==> src/hw/rtl/register_pool_with_spill_slots_macros.svh <==
// ----------------------------------------------------------------------------
// register pool with spill slots: assertion macros
// concurrent checks sampled on the rising clock, off while reset is low
// ----------------------------------------------------------------------------
`ifndef REGISTER_POOL_WITH_SPILL_SLOTS_MACROS_SVH
`define REGISTER_POOL_WITH_SPILL_SLOTS_MACROS_SVH

// same-cycle implication
`define RPSS_ASSERT_NOW(label, clk, rst_n, ante, cons, msg) \
	label: assert property (@(posedge clk) disable iff (!rst_n) (ante) |-> (cons)) \
		else $error(msg);

// next-cycle implication
`define RPSS_ASSERT_NEXT(label, clk, rst_n, ante, cons, msg) \
	label: assert property (@(posedge clk) disable iff (!rst_n) (ante) |=> (cons)) \
		else $error(msg);

`endif

==> src/hw/rtl/rpss_pkg.sv <==
// ----------------------------------------------------------------------------
// rpss_pkg
// request, result and internal command types for the register pool
// ----------------------------------------------------------------------------
package rpss_pkg;

	localparam logic [1:0] REQ_ALLOC    = 2'd0;
	localparam logic [1:0] REQ_REL_REG  = 2'd1;
	localparam logic [1:0] REQ_REL_SLOT = 2'd2;
	localparam logic [1:0] REQ_SET      = 2'd3;

	localparam logic [1:0] CLS_CORE  = 2'd0;
	localparam logic [1:0] CLS_FLOAT = 2'd1;
	localparam logic [1:0] CLS_SPILL = 2'd2;

	localparam int unsigned CORE_BASE  = 4;
	localparam int unsigned FLOAT_BASE = 16;

	localparam int unsigned REG_AW = 6;

	typedef struct packed {
		logic [1:0] req_type;
		logic [1:0] reg_class;
		logic [4:0] reg_number;
		logic [8:0] slot_or_count;
	} rpss_req_t;

	typedef struct packed {
		logic       got_spill;
		logic [4:0] alloc_reg;
		logic [7:0] alloc_slot;
		logic [4:0] core_high_water;
		logic [5:0] float_high_water;
		logic [8:0] spill_count;
		logic       status;
	} rpss_rsp_t;

	// register memory port: float at 0..31, core at 32..47
	typedef struct packed {
		logic              rd_en;
		logic              wr_en;
		logic [REG_AW-1:0] addr;
		logic [4:0]        wdata;
	} rpss_rmem_cmd_t;

	typedef struct packed {
		logic       done;
		logic       pop_reg;
		logic       pop_slot;
		logic       mint;
		logic [7:0] mint_slot;
		logic       status;
		logic [4:0] core_used;
		logic [5:0] float_used;
		logic [8:0] minted;
	} rpss_stat_t;

endpackage

==> src/hw/rtl/rpss_reg_mem.sv <==
// ----------------------------------------------------------------------------
// rpss_reg_mem
// core and float free stacks in one memory, registered read, per-entry
// valid bits so unwritten entries read as their initial register number
// ----------------------------------------------------------------------------
module rpss_reg_mem
	import rpss_pkg::*;
#(
	parameter int CORE_POOL  = 8,
	parameter int FLOAT_POOL = 16
) (
	input  logic           clk,
	input  logic           arst_n,
	input  rpss_rmem_cmd_t cmd,
	output logic [4:0]     rdata
);

	localparam int DEPTH = 48;

	logic [4:0]       mem [0:DEPTH-1];
	logic [DEPTH-1:0] vld_q;
	logic [4:0]       rdata_s1;
	logic [4:0]       init_s1;
	logic             vld_s1;

	function automatic logic [4:0] init_val(input logic [REG_AW-1:0] a);
		logic [31:0] idx;
		logic [31:0] v;
		begin
			v = '0;
			if (a[REG_AW-1]) begin
				idx = 32'(a[3:0]);
				if (idx < 32'(CORE_POOL))
					v = 32'(CORE_BASE) + 32'(CORE_POOL) - 32'd1 - idx;
			end else begin
				idx = 32'(a[4:0]);
				if (idx < 32'(FLOAT_POOL))
					v = 32'(FLOAT_BASE) + 32'(FLOAT_POOL) - 32'd1 - idx;
			end
			return v[4:0];
		end
	endfunction

	always_ff @(posedge clk) begin
		if (cmd.wr_en)
			mem[cmd.addr] <= cmd.wdata;
		if (cmd.rd_en) begin
			rdata_s1 <= mem[cmd.addr];
			init_s1  <= init_val(cmd.addr);
		end
	end

	always_ff @(posedge clk or negedge arst_n) begin
		if (!arst_n) begin
			vld_q  <= '0;
			vld_s1 <= 1'b0;
		end else begin
			if (cmd.wr_en)
				vld_q[cmd.addr] <= 1'b1;
			if (cmd.rd_en)
				vld_s1 <= vld_q[cmd.addr];
		end
	end

	assign rdata = vld_s1 ? rdata_s1 : init_s1;

endmodule

==> src/hw/rtl/rpss_slot_mem.sv <==
// ----------------------------------------------------------------------------
// rpss_slot_mem
// freed spill slot stack, one write or one registered read per cycle
// ----------------------------------------------------------------------------
module rpss_slot_mem #(
	parameter int SPILL_SLOTS = 256,
	localparam int SAW = $clog2(SPILL_SLOTS)
) (
	input  logic           clk,
	input  logic           rd_en,
	input  logic           wr_en,
	input  logic [SAW-1:0] addr,
	input  logic [7:0]     wdata,
	output logic [7:0]     rdata
);

	logic [7:0] mem [0:SPILL_SLOTS-1];

	always_ff @(posedge clk) begin
		if (wr_en)
			mem[addr] <= wdata;
		if (rd_en)
			rdata <= mem[addr];
	end

endmodule

==> src/hw/rtl/rpss_ctrl.sv <==
// ----------------------------------------------------------------------------
// rpss_ctrl
// request decode, stack pointers, high-water and spill counters
// ----------------------------------------------------------------------------
`include "register_pool_with_spill_slots_macros.svh"

module rpss_ctrl
	import rpss_pkg::*;
#(
	parameter int CORE_POOL   = 8,
	parameter int FLOAT_POOL  = 16,
	parameter int SPILL_SLOTS = 256,
	localparam int SAW = $clog2(SPILL_SLOTS),
	localparam int STW = $clog2(SPILL_SLOTS + 1)
) (
	input  logic           clk,
	input  logic           arst_n,
	input  logic           start,
	input  rpss_req_t      req,
	output rpss_rmem_cmd_t rcmd,
	output logic           slot_rd_en,
	output logic           slot_wr_en,
	output logic [SAW-1:0] slot_addr,
	output logic [7:0]     slot_wdata,
	output rpss_stat_t     stat
);

	localparam logic [5:0]  CORE_POOL_W  = 6'(CORE_POOL);
	localparam logic [6:0]  FLOAT_POOL_W = 7'(FLOAT_POOL);
	localparam logic [31:0] SLOTS_W      = 32'(SPILL_SLOTS);

	logic [4:0]     core_top_q, core_top_d, core_dec;
	logic [5:0]     float_top_q, float_top_d, float_dec;
	logic [STW-1:0] slot_top_q, slot_top_d, slot_dec;
	logic [4:0]     core_used_q, core_used_d, core_hw;
	logic [5:0]     float_used_q, float_used_d, float_hw;
	logic [8:0]     minted_q, minted_d;
	logic [5:0]     core_now;
	logic [6:0]     float_now;
	logic           mint_ok, slot_rel_ok, slot_room;
	logic           pop_reg, pop_slot, mint, status;
	logic           done_s1, pop_reg_s1, pop_slot_s1, mint_s1, status_s1;
	logic [7:0]     mint_slot_s1;

	assign core_dec  = core_top_q - 5'd1;
	assign float_dec = float_top_q - 6'd1;
	assign slot_dec  = slot_top_q - STW'(1);

	assign core_now  = (CORE_POOL_W > {1'b0, core_dec}) ? CORE_POOL_W - {1'b0, core_dec} : '0;
	assign core_hw   = (core_now > {1'b0, core_used_q}) ? core_now[4:0] : core_used_q;
	assign float_now = (FLOAT_POOL_W > {1'b0, float_dec}) ?
		FLOAT_POOL_W - {1'b0, float_dec} : '0;
	assign float_hw  = (float_now > {1'b0, float_used_q}) ? float_now[5:0] : float_used_q;

	assign mint_ok     = 32'(minted_q) < SLOTS_W;
	assign slot_rel_ok = (32'(req.slot_or_count) < SLOTS_W) && !req.slot_or_count[8];
	assign slot_room   = 32'(slot_top_q) < SLOTS_W;

	always_comb begin
		core_top_d   = core_top_q;
		float_top_d  = float_top_q;
		slot_top_d   = slot_top_q;
		core_used_d  = core_used_q;
		float_used_d = float_used_q;
		minted_d     = minted_q;
		rcmd         = '0;
		slot_rd_en   = 1'b0;
		slot_wr_en   = 1'b0;
		slot_addr    = '0;
		slot_wdata   = req.slot_or_count[7:0];
		pop_reg      = 1'b0;
		pop_slot     = 1'b0;
		mint         = 1'b0;
		status       = 1'b0;
		if (start) begin
			unique case (req.req_type)
				REQ_ALLOC: begin
					if (req.reg_class == CLS_CORE && core_top_q != '0) begin
						core_top_d  = core_dec;
						core_used_d = core_hw;
						rcmd.rd_en  = 1'b1;
						rcmd.addr   = {2'b10, core_dec[3:0]};
						pop_reg     = 1'b1;
					end else if (req.reg_class == CLS_FLOAT && float_top_q != '0) begin
						float_top_d  = float_dec;
						float_used_d = float_hw;
						rcmd.rd_en   = 1'b1;
						rcmd.addr    = {1'b0, float_dec[4:0]};
						pop_reg      = 1'b1;
					end else if (req.reg_class == CLS_CORE || req.reg_class == CLS_FLOAT) begin
						if (slot_top_q != '0) begin
							slot_top_d = slot_dec;
							slot_rd_en = 1'b1;
							slot_addr  = slot_dec[SAW-1:0];
							pop_slot   = 1'b1;
						end else if (mint_ok) begin
							minted_d = 9'(minted_q + 9'd1);
							mint     = 1'b1;
						end else begin
							status = 1'b1;
						end
					end
				end
				REQ_REL_REG: begin
					if (req.reg_class == CLS_CORE && !req.reg_number[4]) begin
						if (!core_top_q[4]) begin
							rcmd.wr_en = 1'b1;
							rcmd.addr  = {2'b10, core_top_q[3:0]};
							rcmd.wdata = req.reg_number;
							core_top_d = core_top_q + 5'd1;
						end else begin
							status = 1'b1;
						end
					end else if (req.reg_class == CLS_FLOAT) begin
						if (!float_top_q[5]) begin
							rcmd.wr_en  = 1'b1;
							rcmd.addr   = {1'b0, float_top_q[4:0]};
							rcmd.wdata  = req.reg_number;
							float_top_d = float_top_q + 6'd1;
						end else begin
							status = 1'b1;
						end
					end
				end
				REQ_REL_SLOT: begin
					if (slot_rel_ok) begin
						if (slot_room) begin
							slot_wr_en = 1'b1;
							slot_addr  = slot_top_q[SAW-1:0];
							slot_top_d = slot_top_q + STW'(1);
						end else begin
							status = 1'b1;
						end
					end
				end
				REQ_SET: begin
					if (req.reg_class == CLS_CORE)
						core_used_d = req.slot_or_count[4:0];
					else if (req.reg_class == CLS_FLOAT)
						float_used_d = req.slot_or_count[5:0];
					else if (req.reg_class == CLS_SPILL)
						minted_d = req.slot_or_count;
				end
				default: begin
				end
			endcase
		end
	end

	always_ff @(posedge clk or negedge arst_n) begin
		if (!arst_n) begin
			core_top_q   <= 5'(CORE_POOL);
			float_top_q  <= 6'(FLOAT_POOL);
			slot_top_q   <= '0;
			core_used_q  <= '0;
			float_used_q <= '0;
			minted_q     <= '0;
			done_s1      <= 1'b0;
			pop_reg_s1   <= 1'b0;
			pop_slot_s1  <= 1'b0;
			mint_s1      <= 1'b0;
			status_s1    <= 1'b0;
		end else begin
			core_top_q   <= core_top_d;
			float_top_q  <= float_top_d;
			slot_top_q   <= slot_top_d;
			core_used_q  <= core_used_d;
			float_used_q <= float_used_d;
			minted_q     <= minted_d;
			done_s1      <= start;
			pop_reg_s1   <= pop_reg;
			pop_slot_s1  <= pop_slot;
			mint_s1      <= mint;
			status_s1    <= status;
		end
	end

	always_ff @(posedge clk) begin
		if (mint)
			mint_slot_s1 <= minted_q[7:0];
	end

	always_comb begin
		stat.done       = done_s1;
		stat.pop_reg    = pop_reg_s1;
		stat.pop_slot   = pop_slot_s1;
		stat.mint       = mint_s1;
		stat.mint_slot  = mint_slot_s1;
		stat.status     = status_s1;
		stat.core_used  = core_used_q;
		stat.float_used = float_used_q;
		stat.minted     = minted_q;
	end

	`RPSS_ASSERT_NEXT(a_done_follows_start, clk, arst_n, start, done_s1, "transfer without result")
	`RPSS_ASSERT_NEXT(a_no_spurious_done, clk, arst_n, !start, !done_s1, "result without transfer")
	`RPSS_ASSERT_NOW(a_core_top_range, clk, arst_n, 1'b1, core_top_q <= 5'd16, "core top overflow")
	`RPSS_ASSERT_NOW(a_float_top_range, clk, arst_n, 1'b1, float_top_q <= 6'd32, "float top overflow")
	`RPSS_ASSERT_NEXT(a_mint_count, clk, arst_n, mint, minted_q == 9'($past(minted_q) + 9'd1), "mint count")
	`RPSS_ASSERT_NOW(a_one_result_kind, clk, arst_n, done_s1, $onehot0({pop_reg_s1, pop_slot_s1, mint_s1, status_s1}), "result kinds overlap")

endmodule

==> src/hw/rtl/register_pool_with_spill_slots.sv <==
// ----------------------------------------------------------------------------
// register_pool_with_spill_slots
// core and float register free pools backed by a shared spill slot pool
// ----------------------------------------------------------------------------
// usage
//   a request is taken at a rising edge with start high and busy low; busy
//   stays low, so a request may be issued every cycle
//   the result appears in the cycle after the transfer, marked by done, and is
//   valid for exactly one cycle; the receiver cannot hold it off
//   throughput is one request per cycle: pointers and counters update at the
//   transfer edge and the stack memories are read or written there, so the
//   registered read data of a pop is ready in the result cycle
//   every result carries both high-water counts and the spill count as they
//   stand after that request
//   reset returns the core pool to registers 4 and up and the float pool to
//   registers 16 and up, clears all counts and empties the freed slot stack;
//   register entries carry valid bits, so no clearing pass is needed and
//   requests are taken from the first cycle after reset
// ----------------------------------------------------------------------------
module register_pool_with_spill_slots
	import rpss_pkg::*;
#(
	parameter int CORE_POOL   = 8,
	parameter int FLOAT_POOL  = 16,
	parameter int SPILL_SLOTS = 256
) (
	input  logic      clk,
	input  logic      arst_n,
	input  logic      start,
	output logic      busy,
	input  rpss_req_t req,
	output logic      done,
	output rpss_rsp_t rsp
);

	localparam int SAW = $clog2(SPILL_SLOTS);

	rpss_rmem_cmd_t rcmd;
	rpss_stat_t     stat;
	logic [4:0]     reg_rdata;
	logic           slot_rd_en, slot_wr_en;
	logic [SAW-1:0] slot_addr;
	logic [7:0]     slot_wdata, slot_rdata;

	rpss_ctrl #(
		.CORE_POOL   (CORE_POOL),
		.FLOAT_POOL  (FLOAT_POOL),
		.SPILL_SLOTS (SPILL_SLOTS)
	) u_ctrl (
		.clk        (clk),
		.arst_n     (arst_n),
		.start      (start),
		.req        (req),
		.rcmd       (rcmd),
		.slot_rd_en (slot_rd_en),
		.slot_wr_en (slot_wr_en),
		.slot_addr  (slot_addr),
		.slot_wdata (slot_wdata),
		.stat       (stat)
	);

	rpss_reg_mem #(
		.CORE_POOL  (CORE_POOL),
		.FLOAT_POOL (FLOAT_POOL)
	) u_reg_mem (
		.clk    (clk),
		.arst_n (arst_n),
		.cmd    (rcmd),
		.rdata  (reg_rdata)
	);

	rpss_slot_mem #(
		.SPILL_SLOTS (SPILL_SLOTS)
	) u_slot_mem (
		.clk   (clk),
		.rd_en (slot_rd_en),
		.wr_en (slot_wr_en),
		.addr  (slot_addr),
		.wdata (slot_wdata),
		.rdata (slot_rdata)
	);

	assign busy = 1'b0;
	assign done = stat.done;

	always_comb begin
		rsp.got_spill        = stat.pop_slot | stat.mint;
		rsp.alloc_reg        = stat.pop_reg ? reg_rdata : '0;
		rsp.alloc_slot       = stat.pop_slot ? slot_rdata :
			(stat.mint ? stat.mint_slot : '0);
		rsp.core_high_water  = stat.core_used;
		rsp.float_high_water = stat.float_used;
		rsp.spill_count      = stat.minted;
		rsp.status           = stat.status;
	end

endmodule

==> config.mk <==
export PLATFORM = sky130hd
export DESIGN_NAME = register_pool_with_spill_slots
export DESIGN_NICKNAME = d
export VERILOG_FILES = /design/src/hw/rtl/rpss_pkg.sv /design/src/hw/rtl/rpss_reg_mem.sv /design/src/hw/rtl/rpss_slot_mem.sv /design/src/hw/rtl/rpss_ctrl.sv /design/src/hw/rtl/register_pool_with_spill_slots.sv
export VERILOG_INCLUDE_DIRS = /design/src /design/src/hw/rtl
export SDC_FILE = /design/constraint.sdc
export NUM_CORES = 2
export LEC_CHECK = 0
export BUFFER_PORTS_ARGS = -buffer_cell sky130_fd_sc_hd__clkbuf_2
export CORE_ASPECT_RATIO = 0.5
export CORE_UTILIZATION = 60
export DETAILED_ROUTE_END_ITERATION = 12
export PLACE_DENSITY = 0.76
export SLEW_MARGIN = 25
export SYNTH_ARGS = -nofsm -noshare
export SYNTH_HDL_FRONTEND = slang
export SYNTH_HIERARCHICAL = 1
export SYNTH_SLANG_ARGS = --single-unit
==> constraint.sdc <==
create_clock -name clk -period 13.4 [get_ports clk]
set_input_delay 2.68 -clock clk [delete_from_list [all_inputs] [get_ports clk]]
set_output_delay 2.68 -clock clk [all_outputs]
set_load 0.05 [all_outputs]
==> impl_metrics.tcl <==
set metrics [dict create \
    wl_met2_um 105000 \
    post-route-min-period_ns 8.08 \
    wirelength_um 221000 \
    period_share 0.603 \
    drt_first_pass_iters 7 \
    stdcell_count 7027 \
    synthCells 4753 \
    cp_max_fo 55 \
    cts_setup_buffers 0 \
    end_kind "register" \
    worst_pin_slew_ns 1.13 \
    clock_path_buffers 3 \
    r2r_slack_ns 6.49 \
    crit_chain "clkbuf_2 > nand2b_1 > nor3_1 > o21ai_0 > a21oi_1 > nor2b_4 > buf_4 > nand3_1 > buf_4 > nor2_1" \
    initial_core_util 0.607 \
    drtIter0Drc 7107 \
    place.gp.congestion 0.894 \
    area.growth.synth_to_final_pct 9.14 \
    power_density_nw_per_um2 146 \
    cts_tree "built" \
    drc_errors 0 \
    grt_usage 0.281 \
    final_cell_mix "edfxtp_1, mux4_2, a22oi_1" \
    dpl-instance-area_um2 96800 \
    dieWidth_um 563 \
    ctsHoldBuffers 0 \
    vias 48700 \
    wl_met1_um 83400 \
    synth-edff-count 2314 \
    core_region_area_um2 155000 \
    syn-cell-area_um2 94300 \
    hold_start "u_reg_mem/vld_q[45]" \
    yosys.area.top_type "edfxtp_1" \
    cp.required_ns 13.85 \
    die_area_um2 159000 \
    dpl.hpwl_um 127000 \
    grt_overflow_total 0 \
    status "finished clean" \
    crit_type "in -> reg" \
    worstPathArrival_ns 8.53 \
    final_common_cell "edfxtp_1" \
    slowest_delay_ns 0.82 \
    synthArstFlopShare 0.0390 \
    skew_ns 0.0274 \
    rr_worst_depth 12 \
    synth-seq-cells 2408 \
    relSlewSlack 0.248 \
    maxUsedRoutingLayer "met5" \
    cts_buffers 194 \
    cp_common_cell "buf_4" \
    yosysUniqueCellTypes 87 \
    grt_max_degree 170 \
    crit_family "simple AND/OR/NAND/NOR gates" \
    die_y_um 282 \
    path_clk_slew_ns 0.07 \
    tns_ns 0 \
    post_drt_wl_per_cell_um 31.4 \
    post_cts_resize_count 0 \
    grt_pass1_wl_um 324000 \
    ir_drop_mv 0.120 \
    reg2reg_to "u_slot_mem/mem[134][2]" \
    wl_met3_um 25300 \
    cts_root_buf "clkbuf_16" \
    critPathSlowestCell "nor2b_4" \
    synth_area_leaders "edfxtp_1, mux4_2, a22oi_1" \
    rsz0062_at_grt "no" \
    synth_top_area_frac 0.737 \
    holdPathEnd "u_reg_mem/vld_q[45]" \
    fin_nets 4837 \
    clk-insertion-delay-late_ns 0.83 \
    slew_violations 0 \
    ys_seq_area_frac 0.762 \
    design_area_um2 103000 \
    drv_cap 0 \
    timing.fmax_mhz 124 \
    grt_pass1_vias 47900 \
    holdPathStages 1 \
    cts_sinks 2408 \
    ys.flop_type "edfxtp_1" \
    htreeDepth 4 \
    vias_per_cell 6.92 \
    postSynthAreaPerCell_um2 19.8 \
    dp_cells 6674 \
    finalSetupViolations 0 \
    postRouteAntennaNets 0 \
    yosys_warnings 6 \
    hp-class "reg -> reg" \
    io_buffer_count 56 \
    final-hold-violation-count 0 \
    drive_gt1_frac 0.219 \
    cp.buffers_inverters 3 \
    r2r_start "u_ctrl/core_top_q[0]" \
    num_io_pins 58 \
    start_kind "input port" \
    leakagePower_nw 31.3 \
    antenna_found_initial 4 \
    fp-row-count 102 \
]
==> area by class of cell <==
cell class | count | area [µm²]
Multi-Input combinational cell | 2001 | 21100
Timing Repair Buffer | 162 | 1340
Clock buffer | 242 | 5160
Antenna cell | 1 | 2.50
Sequential cell | 2408 | 71800
Clock inverter | 107 | 778
Fill cell | 9544 | 52400
Tap cell | 2080 | 2600
Inverter | 26 | 97.6
==> flip-flops by register name, summed over array words and instances (netlist names), 6 cells and up <==
signal	count
u_ctrl/float_used_q	6
u_ctrl/mint_slot_s1	8
u_slot_mem/rdata	8
u_reg_mem/mem	240
u_reg_mem/vld_q	48
u_ctrl/minted_q	9
u_ctrl/float_top_q	6
u_ctrl/slot_top_q	9
u_slot_mem/mem	2048
==> logic make-up (layout without fill, tap and decap cells) <==
family	count (synthesis)	after routing	share of synthesized area
xor+xnor	27	27	0.00267
compound gates	721	721	0.0542
fa+ha+maj	23	23	0.00305
mux	539	539	0.125
other cells	2	4	0.0000796
buf+inv	345	537	0.0179
flops	2408	2408	0.762
simple gates	688	688	0.0348
==> cell usage after synthesis (13+ instances only) <==
master	instances
nand2b_1	18
clkbuf_1	175
ha_1	23
inv_1	26
o21ai_0	25
buf_2	58
nor2_1	326
edfxtp_1	2314
o41ai_1	34
xnor2_1	13
nor3_1	44
nand2_1	104
nor2b_1	20
a22oi_1	382
nand3_1	33
buf_6	25
mux4_2	513
mux2_2	13
a21oi_1	167
or2_2	51
buf_4	35
a41oi_1	31
dfrtp_1	92
and2_1	15
buf_1	26
==> report_power, final <==
group,internal [mW],switching [mW]
Combinational,0.372,0.732
Sequential,8.30,0.124
Clock,2.86,2.60
Total,11.5,3.45
==> worst max-delay path by stage <==
stage,start,to,slack (ns),cells past startpoint
2_1_floorplan,req[17],u_slot_mem/mem[108][0],7.24,13
4_1_cts,req[16],u_slot_mem/mem[134][2],5.56,10
6_report,req[16],u_slot_mem/mem[134][2],5.32,10
3_3_place_gp,req[16],u_slot_mem/rdata[6],4.37,12
3_5_place_dp,req[16],u_slot_mem/mem[134][6],4.68,10
5_1_grt,req[16],u_slot_mem/mem[134][2],5.04,10
==> worst reg2reg max path: stages (launching register included) <==
cell and delay (ns):
dfrtp_1 0.58, inv_1 0.21, ha_1 0.17, or4b_4 0.53
a21oi_4 0.18, nand3_2 0.24, or3b_1 0.45, a21oi_1 0.69
nor2b_4 0.82, buf_4 0.73, nand3_1 0.83, buf_4 0.50
nor2_1 0.60
==> layer usage <==
metal | vias to the layer above | track usage
li1 | 19700 | -
met1 | 25300 | 0.399
met2 | 3185 | 0.440
met3 | 439 | 0.0614
met4 | 6 | 0.0950
met5 | - | 0
==> through the flow <==
stage	hold WS [ns]	setup WS [ns]	power [mW]	util
after floorplan	0.427	7.24	9.33	-
after global placement	0.444	4.37	9.62	0.623
after detailed placement	0.448	4.68	9.66	0.624
after CTS	0.467	5.56	15.0	0.662
after global routing	0.477	5.04	15.4	0.663
final	0.468	5.32	15.0	0.663
No activity file was read; power rests on OpenSTA's default activity.
